File: config.mk
export PLATFORM = sky130hd
export DESIGN_NAME = bmrg_addr_unit
export DESIGN_NICKNAME = d
export VERILOG_FILES = /design/src/rtl/bmrg_addr_unit.sv
export SDC_FILE = /design/constraint.sdc
export NUM_CORES = 1
export LEC_CHECK = 0
export BUFFER_PORTS_ARGS = -buffer_cell sky130_fd_sc_hd__buf_2
export CAP_MARGIN = 20
export CORE_UTILIZATION = 50
export DETAILED_ROUTE_END_ITERATION = 8
export GPL_TIMING_DRIVEN = 1
export PLACE_DENSITY_LB_ADDON = 0.2
export SYNTH_ARGS = -nofsm -noshare
export SYNTH_HDL_FRONTEND = slang
export SYNTH_SLANG_ARGS = --single-unit
File: constraint.sdc
create_clock -name vclk -period 6.5
set_input_delay 0.325 -clock vclk [all_inputs]
set_output_delay 0.325 -clock vclk [all_outputs]
set_load 0.01 [all_outputs]
File: src/rtl/bmrg_addr_unit.sv
module bmrg_addr_unit #(
    parameter int UW = 18
) (
    input  logic [UW-1:0] a,
    input  logic [UW-1:0] b,
    input  logic          inc,
    output logic [UW-1:0] res,
    output logic          ge
);
    logic [UW-1:0] sum;
    logic [UW:0]   diff;

    // add the increment, then subtract b when the sum reaches it
    always_comb
    begin
        sum  = a + UW'(inc);
        diff = {1'b0, sum} - {1'b0, b};
        ge   = ~diff[UW];
        res  = ge ? diff[UW-1:0] : sum;
    end

endmodule

-- Word level (Yosys, flattened, before mapping)
Index checks and enable logic that the tools add are counted.
- register bits after elaboration: 0
- output and inout bits: 19
- bits in writable memories: 0
- memories: 0
- latch bits: 0
- memory bits (read-only): 0
- input bits: 37
- word-level logic and storage cells: 4
- reduce and logical (&&, ||, !) cells: 0
- multipliers: 0
- eq/ne operators: 0
- div/mod/pow operators: 0
- add/sub/neg operators: 2
- $lt $le $gt $ge: 0
- bitwise operators: 1
- multiplexer cells: 1
- shift operators: 0
- operator list (cell ; number):
    18-bit by 18-bit subtractor with 19-bit output ; 1
    18-bit by 1-bit adder with 18-bit output ; 1
    18-bit 2-to-1 mux ; 1
    1-bit inverter ; 1

-- Logic depth before layout (Yosys ltp)
- word-level depth: 3
- gate-level depth with buffers: 16
- gate-level depth less buffers: 15

-- Least setup slack after synthesis
OpenSTA, ideal clock, no wires.
- kind: input-to-output
- start: in a[0]
- end: out res[15]
- buffers on the path: 1
- data required time: 6175 ps
- stages: 16
- arrival: 3365 ps
- path slack: 2810 ps
- cell sequence: ha_1 > ha_1 > and4_1 > nand2_1 > or2_2 > nor2_1 > xor2_1 > ha_1 > clkbuf_1 > nand4_1 > o21ai_0 > a21o_1 > mux2i_1 > o41ai_1 > or4_1 > o21ai_1
- word-level cells in the longest chain between the ends: 3
- RTL lines (what ; line ; text):
    start: declaration ; 4 ; input logic [UW-1:0] a,
    18-bit by 1-bit adder with 18-bit output * ; 16 ; sum = a + UW'(inc);
    18-bit by 18-bit subtractor with 19-bit output ; 17 ; diff = {1'b0, sum} - {1'b0, b};
    18-bit 2-to-1 mux * ; 19 ; res = ge ? diff[UW-1:0] : sum;
    end: declaration ; 7 ; output logic [UW-1:0] res,
Mark *: on every way between the ends. The rest lies on a longest branch, timed or not.

-- Worst setup path in the final report
Ends and elaborated chain as after synthesis.

==> flow_metrics.tcl <==
set metrics [dict create \
    status "complete, but fails checks" \
    violations "DRC" \
    whs_ns 1.03 \
    netlist-cell-type-count 49 \
    antenna_cells 0 \
    slowest_stage "or4_1" \
    yosysWarnings 0 \
    vias 1750 \
    syn_area_per_cell_sq_um 6.79 \
    grt_pass1_wl_microns 6490 \
    tightest_slew_ns 0.367 \
    slew_headroom_pct 75.5 \
    dpl.hpwl_microns 3090 \
    seqCellArea_sq_um 0 \
    worstSetupStartpointType "input port" \
    fp.dieH_microns 57.1 \
    wirelength_microns 3760 \
    critPathMaxStageDelay_ns 0.56 \
    period_minus_slack_ns 4.12 \
    drt_first_pass_iters 6 \
    crit_type "in -> out" \
    nets 330 \
    gp_congestion 0.935 \
    synthToLayoutAreaGrowth_pct 17.5 \
    syn_inst 223 \
    finalSetupTns_ns 0 \
    grt_start_max_net_pins 33 \
    cp_cell_sequence "buf_2, ha_1, ha_1, and4_1, nand2_1, or2_2, nor2_1, xor2_1, ha_1, a21oi_1, o21ai_0, a21o_1, mux2i_1, o41ai_1, or4_1, o21ai_1, buf_2" \
    post_drt_via_cell_ratio 5.81 \
    ys_top_cells_by_count "nand2_1 (24), inv_1 (22), ha_1 (20)" \
    path_max_fanout 8 \
    holdBufCountCts 0 \
    synth_seq_area_share_pct 0 \
    power_density_mw_per_mm2 106 \
    ir_drop_uv 50.3 \
    final_antenna_net_count 0 \
    p_total_w 0.000189 \
    synth_top_area_cell "ha_1" \
    end_kind "output port" \
    p_leak_nw 0.933 \
    fp-row-count 19 \
    grt_antenna_before_repair 0 \
    synth.most_common_cell "nand2_1" \
    rsz0062_at_grt "no" \
    die_w_microns 57.1 \
    synthTopCellsByArea "ha_1 (17%), xnor2_1 (9.8%), xor2_1 (8.1%)" \
    portBuffers 56 \
    finalHoldViolCount 0 \
    n_sequential_cell 0 \
    grt_pass1_vias 1507 \
    setup_viol 0 \
    maxSlewViolCount 0 \
    nClkBuffers 0 \
    post_cts.repair.setup_buffers 0 \
    grt_use_total_pct 23.8 \
    drc 2 \
    ctsResizeCount 0 \
    core_sq_mm 0.00281 \
    synth_top_area_share_pct 16.5 \
    syn-num-nets 281 \
    overflow 0 \
    crit_arrival_ns 3.80 \
    fmax_mhz 243 \
    avgRoutedWirePerCell_microns 12.5 \
    cpMostUsedCell "ha_1" \
    die-area_sq_mm 0.00325 \
    cap_viol_max_count 0 \
    drive_gt1_share_pct 24.4 \
    start_util_pct 54.0 \
    io_pins 56 \
    fin_crit_sh_pct 63.4 \
    synthesis.area_sq_mm 0.00152 \
    final_util_pct 63.5 \
    hp-class "in -> out" \
    required_ns 6.17 \
    initialDrtViolationCount 109 \
]
-- report_power, final --
group          switching [W]  leakage [nW]  total, W  internal, W
registers                  0             0         0            0
logic               0.000105         0.933  0.000189    0.0000847
clock network              0             0         0            0
-- through the flow --
| stage | cell area [sq um] | setup WS, ns | instances |
|---|---|---|---|
| after floorplan | 1520 | 2.81 | 223 |
| after global placement | 1780 | 2.46 | 301 |
| after detailed placement | 1780 | 2.43 | 301 |
| after CTS | 1780 | 2.42 | 301 |
| after global routing | 1780 | 2.18 | 301 |
| final | 1780 | 2.38 | 301 |
-- critical path, delay by kind of cell --
family	cells	cell delay (ns)
mux	1	0.15
buf+inv	2	0.22
compound gates	5	0.81
simple gates	5	1.35
xor+xnor	1	0.20
fa+ha+maj	3	0.75
-- area by class of cell --
type,instances,area (sq um)
inverter,22,82.6
fill,274,1020
multi-input combinational,192,1380
timing repair buffer,56,280
tap,31,38.8
-- layout by cell type (no fill, tap or decap), drive strengths merged, types with 3 or more instances in the layout --
cell / n
mux2: 3
ha: 20
inv: 22
a21o: 7
xnor2: 17
nand4: 6
and3: 4
o21ai: 21
nand3: 9
buf: 56
and4: 3
a31oi: 4
nor2: 15
xor2: 14
nand2: 24
a21oi: 14
-- per-layer routing --
metal | track usage, % | vias to the layer above | part of all wire, %
met2 | 40.0 | 84 | 45
met1 | 34.7 | 772 | 47
met3 | 1.13 | 2 | 7.5
met5 | 0 | - | 0
li1 | - | 892 | -
met4 | 2.79 | 0 | 0.40
-- cells by family (layout without fill, tap and decap cells) --
kind of cell / after synthesis / count (layout) / synth area share (%)
buffers and inverters: 31 / 78 / 9.00
and+or+nand+nor: 73 / 73 / 24.0
AOI/OAI and AO/OA: 62 / 62 / 27.2
muxes: 5 / 5 / 4.05
adders and majority gates: 21 / 21 / 17.8
xor gates and xnor gates: 31 / 31 / 17.9
-- path summary, 6_finish.rpt --
kind | startpoint | end | cells past startpoint
setup / recovery | a[0] | res[15] | 17
hold / removal | b[0] | res[0] | 4
Note: power is estimated with default switching activity, not from simulation.
